--- config.mk ---
export PLATFORM = sky130hd
export DESIGN_NAME = operation_tracking_table_top
export DESIGN_NICKNAME = d
export VERILOG_FILES = /design/src/rtl/ott_pkg.sv /design/src/rtl/operation_tracking_table_top.sv
export SDC_FILE = /design/constraint.sdc
export NUM_CORES = 2
export LEC_CHECK = 0
export BUFFER_PORTS_ARGS = -buffer_cell sky130_fd_sc_hd__buf_2
export CAP_MARGIN = 20
export CORE_MARGIN = 2
export CORE_UTILIZATION = 58
export CTS_CLUSTER_DIAMETER = 60
export DETAILED_ROUTE_END_ITERATION = 8
export GPL_ROUTABILITY_DRIVEN = 1
export GPL_TIMING_DRIVEN = 1
export PLACE_DENSITY = 0.74
export SETUP_SLACK_MARGIN = 0.4
export SKIP_CTS_REPAIR_TIMING = 1
export SYNTH_ARGS = -nofsm -noshare
export SYNTH_HDL_FRONTEND = slang
export SYNTH_SLANG_ARGS = --single-unit
--- constraint.sdc ---
create_clock -name clk -period 20.9 [get_ports clk]
set_input_delay 1.045 -clock clk [delete_from_list [all_inputs] [get_ports clk]]
set_output_delay 1.045 -clock clk [all_outputs]
set_load 0.01 [all_outputs]
--- src/rtl/ott_pkg.sv ---
`default_nettype none
// ---------------------------------------------------------------------------
// ott_pkg
// Types and codes shared by the operation tracking table.
// ---------------------------------------------------------------------------
package ott_pkg;

	localparam logic [2:0] OP_CLEAR  = 3'd0;
	localparam logic [2:0] OP_START  = 3'd1;
	localparam logic [2:0] OP_UPDATE = 3'd2;
	localparam logic [2:0] OP_GET    = 3'd3;
	localparam logic [2:0] OP_CANCEL = 3'd4;
	localparam logic [2:0] OP_FIND   = 3'd5;
	localparam logic [2:0] OP_SWEEP  = 3'd6;

	localparam logic [2:0] PH_PENDING   = 3'd0;
	localparam logic [2:0] PH_RUNNING   = 3'd1;
	localparam logic [2:0] PH_SUCCEEDED = 3'd2;
	localparam logic [2:0] PH_FAILED    = 3'd3;
	localparam logic [2:0] PH_CANCELED  = 3'd4;

	localparam logic [2:0] C_OK       = 3'd0;
	localparam logic [2:0] C_ARG      = 3'd1;
	localparam logic [2:0] C_NOTFOUND = 3'd2;
	localparam logic [2:0] C_NOROOM   = 3'd3;
	localparam logic [2:0] C_STATE    = 3'd4;
	localparam logic [2:0] C_NOTSUP   = 3'd5;
	localparam logic [2:0] C_REFUSED  = 3'd6;

	localparam logic [1:0] REG_BOOT  = 2'd0;
	localparam logic [1:0] REG_RET   = 2'd1;
	localparam logic [1:0] REG_UNAV  = 2'd2;
	localparam logic [1:0] REG_HIGH  = 2'd3;

	// One table entry; id zero means the slot is free.
	typedef struct packed {
		logic [31:0] id;
		logic [31:0] owner;
		logic [7:0]  domain;
		logic [7:0]  method;
		logic [2:0]  phase;
		logic [3:0]  status;
		logic [7:0]  len;
		logic        creq;
		logic        canc;
		logic        decl;
		logic [47:0] done_time;
	} slot_t;

	function automatic logic is_term(input logic [2:0] ph);
		return (ph == PH_SUCCEEDED) || (ph == PH_FAILED) || (ph == PH_CANCELED);
	endfunction

endpackage
`default_nettype wire

--- src/rtl/operation_tracking_table_top.sv ---
`default_nettype none
// ---------------------------------------------------------------------------
// operation_tracking_table_top
// Table of tracked operations held in one slot memory, one request at a time.
// ---------------------------------------------------------------------------
//  channel  direction  contents
//  s_axis   in         request item (op, time, ids, update fields, flags)
//  m_axis   out        answer item (code and reported slot)
//  cfg      in         register writes (index, data)
//
// An answer follows its request through the states ST_FIX (argument checks),
// ST_SCAN (one memory read per slot), ST_WRITE (write-back) and ST_OUT, which
// raises the output. Clear and sweep skip the write-back; an argument error
// skips the scan. After reset a clearing pass writes every slot before the
// first item is taken. A finished answer waits in the output register; the
// next item can be taken in the cycle after the answer has left.
module operation_tracking_table_top #(
	parameter int NUM_SLOTS  = 8,
	parameter int RESULT_MAX = 255
) (
	input  wire logic         clk,
	input  wire logic         arst_n,
	input  wire logic         s_axis_tvalid,
	output logic              s_axis_tready,
	// [2:0] op, [50:3] now_ms, [82:51] target id, [114:83] owner,
	// [122:115] domain, [130:123] method, [133:131] new_state,
	// [137:134] new_status, [145:138] length, [146] cancellable,
	// [147] result_declared, [148] lower_ok, rest zero
	input  wire logic [151:0] s_axis_tdata,
	output logic              m_axis_tvalid,
	input  wire logic         m_axis_tready,
	// [2:0] code, [34:3] found_id, [66:35] found_owner, [74:67] found_domain,
	// [82:75] found_method, [85:83] found_state, [89:86] found_status,
	// [97:90] found_len, [98] found_cancel_req, rest zero
	output logic [103:0]      m_axis_tdata,
	input  wire logic         cfg_valid,
	output logic              cfg_ready,
	input  wire logic [1:0]   cfg_index,
	input  wire logic [31:0]  cfg_data
);
	import ott_pkg::*;

	localparam int IW = (NUM_SLOTS > 1) ? $clog2(NUM_SLOTS) : 1;
	localparam int CW = $clog2(NUM_SLOTS + 1);

	typedef enum logic [2:0] {
		ST_INIT, ST_IDLE, ST_SCAN, ST_WRITE, ST_FIX, ST_OUT
	} state_t;

	state_t      state_q;
	slot_t       mem [NUM_SLOTS];
	slot_t       rd_q;
	logic [IW-1:0] raddr_q;
	logic [CW-1:0] cnt_q;      // slots issued
	logic        rvalid_q;
	logic [IW-1:0] rslot_q;
	logic        hit_q;
	logic [IW-1:0] hit_idx_q;
	slot_t       hit_slot_q;
	logic        free_q;
	logic [IW-1:0] free_idx_q;

	logic [2:0]  op_q;
	logic [47:0] now_q;
	logic [31:0] opid_q, owner_q;
	logic [7:0]  dom_q, meth_q, rlen_q;
	logic [2:0]  nst_q;
	logic [3:0]  nsts_q;
	logic        canc_q, decl_q, ok_q;

	logic [31:0] boot_q, ret_q, next_id_q;
	logic [3:0]  unav_q, high_q;

	logic [2:0]  code_q;
	slot_t       rep_q;

	logic        we;
	logic [IW-1:0] waddr;
	slot_t       wdata;

	// Per-slot scan logic on the read data.
	slot_t       cur;
	logic        expire, sweeps, match;
	logic [48:0] diff;

	assign cfg_ready = (state_q == ST_IDLE) && !s_axis_tvalid;
	assign s_axis_tready = (state_q == ST_IDLE);

	always_comb begin
		sweeps = (op_q == OP_START) || (op_q == OP_GET) || (op_q == OP_CANCEL)
			|| (op_q == OP_SWEEP);
		diff = {1'b0, now_q} - {1'b0, rd_q.done_time};
		expire = sweeps && (rd_q.id != 32'd0) && is_term(rd_q.phase) && !diff[48]
			&& (diff[47:0] >= {16'd0, ret_q});
		cur = expire ? '0 : rd_q;
		case (op_q)
			OP_START: match = 1'b0;
			OP_FIND:  match = (cur.id != 32'd0) && (cur.owner == owner_q)
				&& !is_term(cur.phase);
			default:  match = (cur.id == opid_q) && (opid_q != 32'd0);
		endcase
	end

	// Update argument checks that need no slot.
	logic upd_arg;
	always_comb begin
		logic infl, nons;
		infl = (nst_q == PH_PENDING) || (nst_q == PH_RUNNING);
		nons = (nst_q == PH_FAILED) || (nst_q == PH_CANCELED);
		upd_arg = (opid_q == 32'd0) || (nst_q > PH_CANCELED) || (nsts_q > high_q)
			|| ({24'd0, rlen_q} > RESULT_MAX) || (infl && nsts_q != 4'd0)
			|| (nst_q == PH_SUCCEEDED && nsts_q != 4'd0) || (infl && rlen_q != 8'd0)
			|| (nst_q == PH_FAILED && nsts_q == 4'd0)
			|| (nst_q == PH_CANCELED && nsts_q != 4'd0) || (nons && rlen_q != 8'd0);
	end

	// Final decision once the scan is over.
	logic [2:0] fin_code;
	logic       fin_we, fin_rep;
	slot_t      fin_w;
	logic [IW-1:0] fin_a;
	always_comb begin
		logic [2:0] st;
		logic [3:0] sts;
		logic [7:0] ln;
		fin_code = C_OK;
		fin_we = 1'b0;
		fin_rep = 1'b0;
		fin_w = hit_slot_q;
		fin_a = hit_idx_q;
		st = nst_q;
		sts = nsts_q;
		ln = rlen_q;
		case (op_q)
			OP_START: begin
				if (!free_q || next_id_q == 32'd0) begin
					fin_code = C_NOROOM;
				end else begin
					fin_we = 1'b1;
					fin_rep = 1'b1;
					fin_a = free_idx_q;
					fin_w = '0;
					fin_w.id = next_id_q;
					fin_w.owner = owner_q;
					fin_w.domain = dom_q;
					fin_w.method = meth_q;
					fin_w.canc = canc_q;
					fin_w.decl = decl_q;
				end
			end
			OP_GET, OP_FIND: begin
				if (!hit_q) fin_code = C_NOTFOUND;
				else fin_rep = 1'b1;
			end
			OP_CANCEL: begin
				if (!hit_q) fin_code = C_NOTFOUND;
				else if (is_term(hit_slot_q.phase)) fin_code = C_STATE;
				else if (hit_slot_q.creq) fin_code = C_OK;
				else if (!hit_slot_q.canc) fin_code = C_NOTSUP;
				else if (!ok_q) fin_code = C_REFUSED;
				else begin
					fin_we = 1'b1;
					fin_w.creq = 1'b1;
				end
			end
			OP_UPDATE: begin
				if (!hit_q) fin_code = C_NOTFOUND;
				else if (is_term(hit_slot_q.phase)
					|| (hit_slot_q.phase == PH_RUNNING && nst_q == PH_PENDING))
					fin_code = C_STATE;
				else begin
					if (hit_slot_q.creq && is_term(nst_q)
						&& !(nst_q == PH_FAILED && nsts_q == unav_q)) begin
						st = PH_CANCELED;
						sts = 4'd0;
						ln = 8'd0;
					end
					if (st == PH_SUCCEEDED && ((!hit_slot_q.decl && ln != 8'd0)
						|| (hit_slot_q.decl && (ln == 8'd0 || !ok_q)))) begin
						fin_code = C_ARG;
					end else begin
						fin_we = 1'b1;
						fin_w.phase = st;
						fin_w.status = sts;
						fin_w.len = ln;
						if (is_term(st)) fin_w.done_time = now_q;
					end
				end
			end
			default: fin_code = C_OK;
		endcase
	end

	// Memory write port: sweep write-back, clear pass or final update.
	always_comb begin
		we = 1'b0;
		waddr = rslot_q;
		wdata = cur;
		if (state_q == ST_INIT || (state_q == ST_SCAN && op_q == OP_CLEAR)) begin
			we = (state_q == ST_INIT) || rvalid_q;
			waddr = (state_q == ST_INIT) ? raddr_q : rslot_q;
			wdata = '0;
		end else if (state_q == ST_SCAN) begin
			we = rvalid_q && expire;
		end else if (state_q == ST_WRITE) begin
			we = fin_we;
			waddr = fin_a;
			wdata = fin_w;
		end
	end

	always_ff @(posedge clk) begin
		if (we) mem[waddr] <= wdata;
		rd_q <= mem[raddr_q];
	end

	always_ff @(posedge clk or negedge arst_n) begin
		if (!arst_n) begin
			state_q <= ST_INIT;
			raddr_q <= '0;
			cnt_q <= '0;
			rvalid_q <= 1'b0;
			rslot_q <= '0;
			hit_q <= 1'b0;
			free_q <= 1'b0;
			boot_q <= 32'd0;
			ret_q <= 32'd5000;
			unav_q <= 4'd1;
			high_q <= 4'd15;
			next_id_q <= 32'd1;
			m_axis_tvalid <= 1'b0;
			code_q <= C_OK;
			op_q <= OP_CLEAR;
		end else begin
			if (cfg_valid && cfg_ready) begin
				unique case (cfg_index)
					REG_BOOT: boot_q <= cfg_data;
					REG_RET:  ret_q <= cfg_data;
					REG_UNAV: unav_q <= cfg_data[3:0];
					REG_HIGH: high_q <= cfg_data[3:0];
					default:  boot_q <= boot_q;
				endcase
			end
			unique case (state_q)
				ST_INIT: begin
					if (cnt_q == CW'(NUM_SLOTS - 1)) begin
						state_q <= ST_IDLE;
						raddr_q <= '0;
						cnt_q <= '0;
					end else begin
						raddr_q <= raddr_q + 1'b1;
						cnt_q <= cnt_q + 1'b1;
					end
				end
				ST_IDLE: begin
					if (s_axis_tvalid) begin
						op_q <= s_axis_tdata[2:0];
						now_q <= s_axis_tdata[50:3];
						opid_q <= s_axis_tdata[82:51];
						owner_q <= s_axis_tdata[114:83];
						dom_q <= s_axis_tdata[122:115];
						meth_q <= s_axis_tdata[130:123];
						nst_q <= s_axis_tdata[133:131];
						nsts_q <= s_axis_tdata[137:134];
						rlen_q <= s_axis_tdata[145:138];
						canc_q <= s_axis_tdata[146];
						decl_q <= s_axis_tdata[147];
						ok_q <= s_axis_tdata[148];
						state_q <= ST_FIX;
						rep_q <= '0;
					end
				end
				ST_FIX: begin
					// Argument checks; a failed check ends the item without a scan.
					hit_q <= 1'b0;
					free_q <= 1'b0;
					raddr_q <= '0;
					cnt_q <= '0;
					rvalid_q <= 1'b0;
					case (op_q)
						OP_CLEAR: begin
							if (boot_q == 32'd0) begin
								code_q <= C_ARG;
								state_q <= ST_OUT;
							end else begin
								next_id_q <= 32'd1;
								code_q <= C_OK;
								state_q <= ST_SCAN;
							end
						end
						OP_START: begin
							if (boot_q == 32'd0 || dom_q == 8'd0 || meth_q == 8'd0
								|| owner_q == 32'd0) begin
								code_q <= C_ARG;
								state_q <= ST_OUT;
							end else state_q <= ST_SCAN;
						end
						OP_UPDATE: begin
							if (upd_arg) begin
								code_q <= C_ARG;
								state_q <= ST_OUT;
							end else state_q <= ST_SCAN;
						end
						OP_GET, OP_CANCEL: begin
							if (opid_q == 32'd0) begin
								code_q <= C_ARG;
								state_q <= ST_OUT;
							end else state_q <= ST_SCAN;
						end
						OP_FIND, OP_SWEEP: state_q <= ST_SCAN;
						default: begin
							code_q <= C_ARG;
							state_q <= ST_OUT;
						end
					endcase
				end
				ST_SCAN: begin
					// Reads go out one per cycle; data returns in the cycle after.
					if (cnt_q != CW'(NUM_SLOTS)) begin
						raddr_q <= raddr_q + 1'b1;
						cnt_q <= cnt_q + 1'b1;
					end
					rvalid_q <= (cnt_q != CW'(NUM_SLOTS));
					rslot_q <= raddr_q;
					if (rvalid_q) begin
						if (match && !hit_q) begin
							hit_q <= 1'b1;
							hit_idx_q <= rslot_q;
							hit_slot_q <= cur;
						end
						if (cur.id == 32'd0 && !free_q) begin
							free_q <= 1'b1;
							free_idx_q <= rslot_q;
						end
					end
					if (rvalid_q && cnt_q == CW'(NUM_SLOTS)) begin
						state_q <= (op_q == OP_CLEAR || op_q == OP_SWEEP) ? ST_OUT : ST_WRITE;
						if (op_q == OP_CLEAR || op_q == OP_SWEEP) code_q <= C_OK;
					end
				end
				ST_WRITE: begin
					code_q <= fin_code;
					if (fin_rep) rep_q <= (op_q == OP_START) ? fin_w : hit_slot_q;
					if (op_q == OP_START && fin_we) next_id_q <= next_id_q + 32'd1;
					state_q <= ST_OUT;
				end
				ST_OUT: begin
					if (!m_axis_tvalid) m_axis_tvalid <= 1'b1;
					else if (m_axis_tready) begin
						m_axis_tvalid <= 1'b0;
						state_q <= ST_IDLE;
					end
				end
				default: state_q <= ST_IDLE;
			endcase
		end
	end

	assign m_axis_tdata = {5'd0, rep_q.creq, rep_q.len, rep_q.status, rep_q.phase,
		rep_q.method, rep_q.domain, rep_q.owner, rep_q.id, code_q};

	// The input side is closed while an answer waits.
	a_no_take_busy: assert property (@(posedge clk) disable iff (!arst_n)
		m_axis_tvalid |-> !s_axis_tready) else $error("input open with answer pending");
	// An answer holds until taken.
	a_hold: assert property (@(posedge clk) disable iff (!arst_n)
		(m_axis_tvalid && !m_axis_tready) |=> $stable(m_axis_tdata))
		else $error("answer changed while stalled");
	// A reported error carries no slot.
	a_err_zero: assert property (@(posedge clk) disable iff (!arst_n)
		(m_axis_tvalid && m_axis_tdata[2:0] != C_OK) |-> (m_axis_tdata[34:3] == 32'd0))
		else $error("error answer carries an id");
endmodule
`default_nettype wire

---- Yosys cells after proc, flatten, opt, wreduce, memory -nomap -nowiden ----
Memories as Yosys holds them, arrays and structs flattened. A register that Yosys moved wholly into a read port is not among the register bits.
Index checks and enable logic that the tools add are counted.
storage, ports and cells
  bits in writable memories ............... 1168
  logic and storage cells ................. 328
  register bits after elaboration ......... 521
  memories kept ........................... 1
  output and inout port bits .............. 107
operators by class
  $lt $le $gt $ge ......................... 3
  $add $sub $neg .......................... 4
  eq/ne operators ......................... 55
  muxes and demuxes ....................... 107
  reduce and logical (&&, ||, !) cells .... 111
memories
  memory  depth  width  rd ports  clocked after memory_dff  write ports  line                                text
  mem     8      146    1         1                         1            operation_tracking_table_top.sv:51  slot_t mem [NUM_SLOTS];
operators by type and width
  kind                                                                    number
  146-bit 2-to-1 mux                                                      8
  146-bit one-hot mux with 2 select lines                                 1
  48-bit 2-to-1 mux                                                       4
  32-bit logical NOT                                                      5
  3-bit 2-to-1 mux                                                        34
  32-bit 2-to-1 mux                                                       3
  48-bit one-hot mux with 2 select lines                                  1
  32-bit nonzero test                                                     3
  80-bit 2-to-1 mux                                                       1
  32-bit equality test                                                    2
  32-bit one-hot mux with 2 select lines                                  1
  48-bit by 48-bit subtractor with 49-bit output                          1
  48-bit by 32-bit greater-or-equal comparator with 1-bit output          1
  15-bit 2-to-1 mux                                                       3
  3-bit by 2-bit equality test with 1-bit output (second input constant)  14
  1-bit logical OR                                                        33
  32-bit by 1-bit adder with 32-bit output (second input constant)        1
  8-bit 2-to-1 mux                                                        4
  3-bit equality test (second input constant)                             10
  15-bit one-hot mux with 2 select lines                                  1
  3-bit one-hot mux with 5 select lines                                   2
  1-bit logical AND                                                       28
  1-bit 2-to-1 mux                                                        26
  8-bit logical NOT                                                       3
  36 further kinds                                                        90

---- Depth between registers and ports, before layout ----
  depth after elaboration ................. 23
  depth in mapped cells ................... 27
  mapped depth without buffers ............ 24

---- Worst setup path before layout ----
Ideal clock, no wire load.
  path type ............................... register -> register
  start ................................... register now_q[0]
  end ..................................... register hit_idx_q[0] (enable)
  library setup time ...................... 0.773 ns
  slack ................................... 5.705 ns
  arrival time ............................ 14.422 ns
  stages on the path, launching flop included .. 26
  path through ............................ edfxtp_1 > inv_1 > ha_1 > fa_1 > nor2b_1 > o2111ai_1 > nand2_1 > a31oi_1 > o41ai_1 > a21oi_1 > xnor2_1 > ha_1 > nand4_1 > a21oi_1 > nor3_1 > o211ai_1 > nor3_1 > nand4_1 > or4_1 > buf_2 > o31ai_4 > buf_6 > and2b_4 > o2111ai_1 > or4b_1 > a2111oi_2
between the ends
  word-level cells in the longest chain between the ends .. 13
  elaborated cells on any way between the ends .. 21
  classes of those cells .................. add/sub: 1; order compare: 1; eq/ne: 5; mux: 2; reduce/logical: 12
ends and longest elaborated chain
  what                                                                                                                    line                                 text
  start, declared                                                                                                         operation_tracking_table_top.sv:64   logic [47:0] now_q;
  start signal, assigned                                                                                                  operation_tracking_table_top.sv:258  now_q <= s_axis_tdata[50:3];
  48-bit by 48-bit subtractor with 49-bit output *                                                                        operation_tracking_table_top.sv:92   diff = {1'b0, now_q} - {1'b0, rd_q.done_time};
  parallel branches: the longest is 2 deep, another holds 48-bit by 32-bit greater-or-equal comparator with 1-bit output  -
  1-bit logical AND *                                                                                                     operation_tracking_table_top.sv:94   && (diff[47:0] >= {16'd0, ret_q});
  146-bit 2-to-1 mux *                                                                                                    operation_tracking_table_top.sv:95   cur = expire ? '0 : rd_q;
  parallel branches: the longest is 5 deep, another holds 32-bit equality test                                            -
  1-bit one-hot mux with 2 select lines *                                                                                 operation_tracking_table_top.sv:96   case (op_q)
  1-bit logical AND *                                                                                                     operation_tracking_table_top.sv:326  if (match && !hit_q) begin
  4-bit AND reduction (no line) *                                                                                         -
  end signal, assigned                                                                                                    operation_tracking_table_top.sv:328  hit_idx_q <= rslot_q;
  end, declared                                                                                                           operation_tracking_table_top.sv:58   logic [IW-1:0] hit_idx_q;
Mark *: on every way between the ends.
A chain may end at the register's enable or synchronous reset.

---- Worst setup path in the final report ----
  start ................................... register now_q[0]
  end ..................................... register hit_slot_q[13] in the netlist's numbering (enable)
between the ends
  word-level cells in the longest chain between the ends .. 13
  elaborated cells on any way between the ends .. 21
  classes of those cells .................. add/sub: 1; order compare: 1; eq/ne: 5; mux: 2; reduce/logical: 12
ends and longest elaborated chain
  what                                                                                                                    line                                 text
  48-bit by 48-bit subtractor with 49-bit output *                                                                        operation_tracking_table_top.sv:92
  parallel branches: the longest is 2 deep, another holds 48-bit by 32-bit greater-or-equal comparator with 1-bit output  -
  1-bit logical AND *                                                                                                     operation_tracking_table_top.sv:94
  146-bit 2-to-1 mux *                                                                                                    operation_tracking_table_top.sv:95
  parallel branches: the longest is 5 deep, another holds 32-bit equality test                                            -
  1-bit one-hot mux with 2 select lines *                                                                                 operation_tracking_table_top.sv:96
  1-bit logical AND *                                                                                                     operation_tracking_table_top.sv:326
  4-bit AND reduction (no line) *                                                                                         -
  end signal, assigned                                                                                                    operation_tracking_table_top.sv:329  hit_slot_q <= cur;
  end, declared                                                                                                           operation_tracking_table_top.sv:59   slot_t hit_slot_q;
Marked as above.

==> qor.txt <==
run status: complete, no violations
slowest cell on the critical path: buf_4
Worst Hold Class: input port to async pin
# IOs: 298
synth-to-layout area growth: 13.0%
clock buffer count from CTS: 183
most frequent cells in the layout: edfxtp_1, nand2_1, buf_2, mux4_2, nor2_1
clock root cell: clkbuf_16
Max clock buf depth: 3
Initial Util: 0.582
DIE AREA: 0.132 sq mm
Mapped Cells: 4725
maximum VDD drop: 0.000183 V
Max transition margin: 0.225
grt ovf: 0
post-synthesis sequential area ratio: 0.706
setup TNS: 0 ns
PnR worst setup slack: 10.64 ns
synthesized area per cell: 15.9 sq um
number of H-tree levels: 4
dpl ws: 10.77 ns
Port Buffers: 289
Yosys Warn Count: 0
clk sinks: 1835
CP Buf/Inv Count: 4
first-pass detailed-route iteration total: 6
vias in the first global route: 43900
synth top area cells: edfxtp_1, mux4_2, dfxtp_1
async set or reset register ratio after synthesis: 0.0692
die height: 364 um
Worst-Skew Late Latency: 0.84 ns
HPWL Detailed: 113000 um
final hold violation count: 0
crit start category: flip-flop
Tot GR Track Use: 0.289
via count: 43900
GRT busiest layer: met2
Detailed Route WL: 190000 um
GRT met2 Usage: 0.437
share of layout cells above drive strength 1: 0.234
Pins Over Slew Limit: 0
vias per cell: 6.31
Worst Reg-to-Reg Cells: 27
top-area cell type share of the netlist area: 0.625
CP max stage delay: 0.93 ns
number of synthesized register bits: 1835
largest net degree at the start of global routing: 127
first-pass GRT wire length: 281000 um
Setup Skew: 0.0528 ns
met3 Usage GRT: 0.0570
Max FO, Critical Path: 80
met1 Resource Use GR: 0.424
top_reg_cell synth: edfxtp_1
Levels on crit path: 27
CTS clk-pin slew, worst paths: 0.06 ns
CP delay by family, top: simple AND/OR/NAND/NOR gates
Netlist cell types: 84
routability cong.: 0.934
crit path kind: flip-flop to flip-flop
Most Frequent Cell on Critical Path: buf_4
DRC Markers: 0
RSZ-0062 raised after global routing: no
crit end category: flip-flop
Post-synth EDFFs: 1562
fin crit share: 0.491
Row Count: 132
Final ANT Viol Nets: 0
initial drt markers: 5395
Max-cap violations: 0
TritonCTS clock tree: yes
commonest non-fill, non-tap cell in the layout: edfxtp_1
PwrDens: 164 mW/mm^2
Die X: 364 um
fin crit period: 10.26 ns
core area: 0.129 sq mm
initial antenna violation count: 11
Arr. time, crit path: 10.68 ns
Setup Viol. Count Final: 0
area leader, netlist: edfxtp_1
Worst EP required: 21.32 ns
WL/cell: 27.3 um
Final nets: 5325
Pleak: 29.5 nW
cell area after synthesis: 0.0751 sq mm
worst slew pin tran: 1.15 ns
fmax: 97.5 MHz
[routing by layer]
layer,share of wire,up-vias
met2,0.46,2245
met1,0.41,22400
met5,0.00022,-
met4,0.031,6
met3,0.099,346
li1,-,18900
[through the flow]
step / cells / power, mW / hold WS [ns] / area (sq um) / utilization
after floorplan: 4729 / 9.19 / 0.451 / 75100 / -
after global placement: 6592 / 10.4 / 0.467 / 78600 / 0.609
after detailed placement: 6592 / 10.5 / 0.488 / 78600 / 0.609
after CTS: 6937 / 13.9 / 0.115 / 84800 / 0.657
after global routing: 6947 / 14.5 / 0.155 / 84900 / 0.658
final: 6947 / 13.9 / 0.145 / 84900 / 0.658
[cells by family (layout without fill, tap and decap cells)]
kind of cell               after synthesis  after routing  share of synthesized area
AOI/OAI and AO/OA                      645            645                     0.0543
xor gates and xnor gates                79             79                    0.00921
adders and majority gates               90             90                     0.0151
buffers and inverters                  397            872                     0.0202
DFF                                   1835           1835                      0.706
muxes                                  524            524                      0.122
other                                    1              6                  0.0000499
and+or+nand+nor                       1154           1154                     0.0727
[where the power goes]
group	switching [mW]	total (mW)	internal [mW]
combinational	2.74	4.43	1.69
sequential	0.466	6.12	5.65
clock	1.40	3.32	1.92
total	4.60	13.9	9.27
[synth_stat cells (all sizes together) (6+ instances only)]
cell type	instances
a2111oi	8
a211oi	35
a21o	22
a21oi	278
a221oi	10
a22oi	17
a311oi	51
a31oi	16
and2	152
and3	15
buf	45
clkbuf	193
dfrtp	116
dfstp	11
dfxtp	146
edfxtp	1562
ha	89
inv	158
mux2	225
mux2i	7
mux4	292
nand2	363
nand2b	28
nand3	93
nand3b	12
nand4	55
nor2	298
nor2b	12
nor3	36
nor4	51
o2111ai	6
o211ai	8
o21a	17
o21ai	95
o22ai	22
or2	9
or3	11
or4	6
xnor2	36
xor2	43
[area by class of cell]
cell class | instances | area, sq um
Fill cell | 8792 | 44100
Clock buffer | 258 | 5150
Timing Repair Buffer | 368 | 2100
Tap cell | 1742 | 2180
Multi-Input combinational cell | 2497 | 20700
Antenna cell | 1 | 2.50
Sequential cell | 1835 | 53000
Inverter | 159 | 597
Clock inverter | 87 | 1070
[registers in the layout (all words and copies together), names as in the netlist, 8 cells and up]
signal	cells
now_q	48
mem	1168
rd_q	146
hit_slot_q	146
opid_q	32
rlen_q	8
meth_q	8
next_id_q	32
m_axis_tdata	96
owner_q	32
ret_q	32
boot_q	32
dom_q	8
[final timing paths]
path	startpoint	end	slack, ns
max	now_q[0]$_DFFE_PP_	hit_slot_q[13]$_DFFE_PP_	10.64
min	arst_n	ret_q[13]$_DFFE_PN0P_	0.15
max reg2reg	now_q[0]$_DFFE_PP_	hit_slot_q[13]$_DFFE_PP_	10.64
min reg2reg	ret_q[16]$_DFFE_PN0P_	ret_q[16]$_DFFE_PN0P_	0.51
max in group asynchronous	arst_n	next_id_q[12]$_DFFE_PN0P_	19.59
min in group clk	s_axis_tdata[120]	dom_q[5]$_DFFE_PP_	0.38
Note: power is estimated with default switching activity, not from simulation.
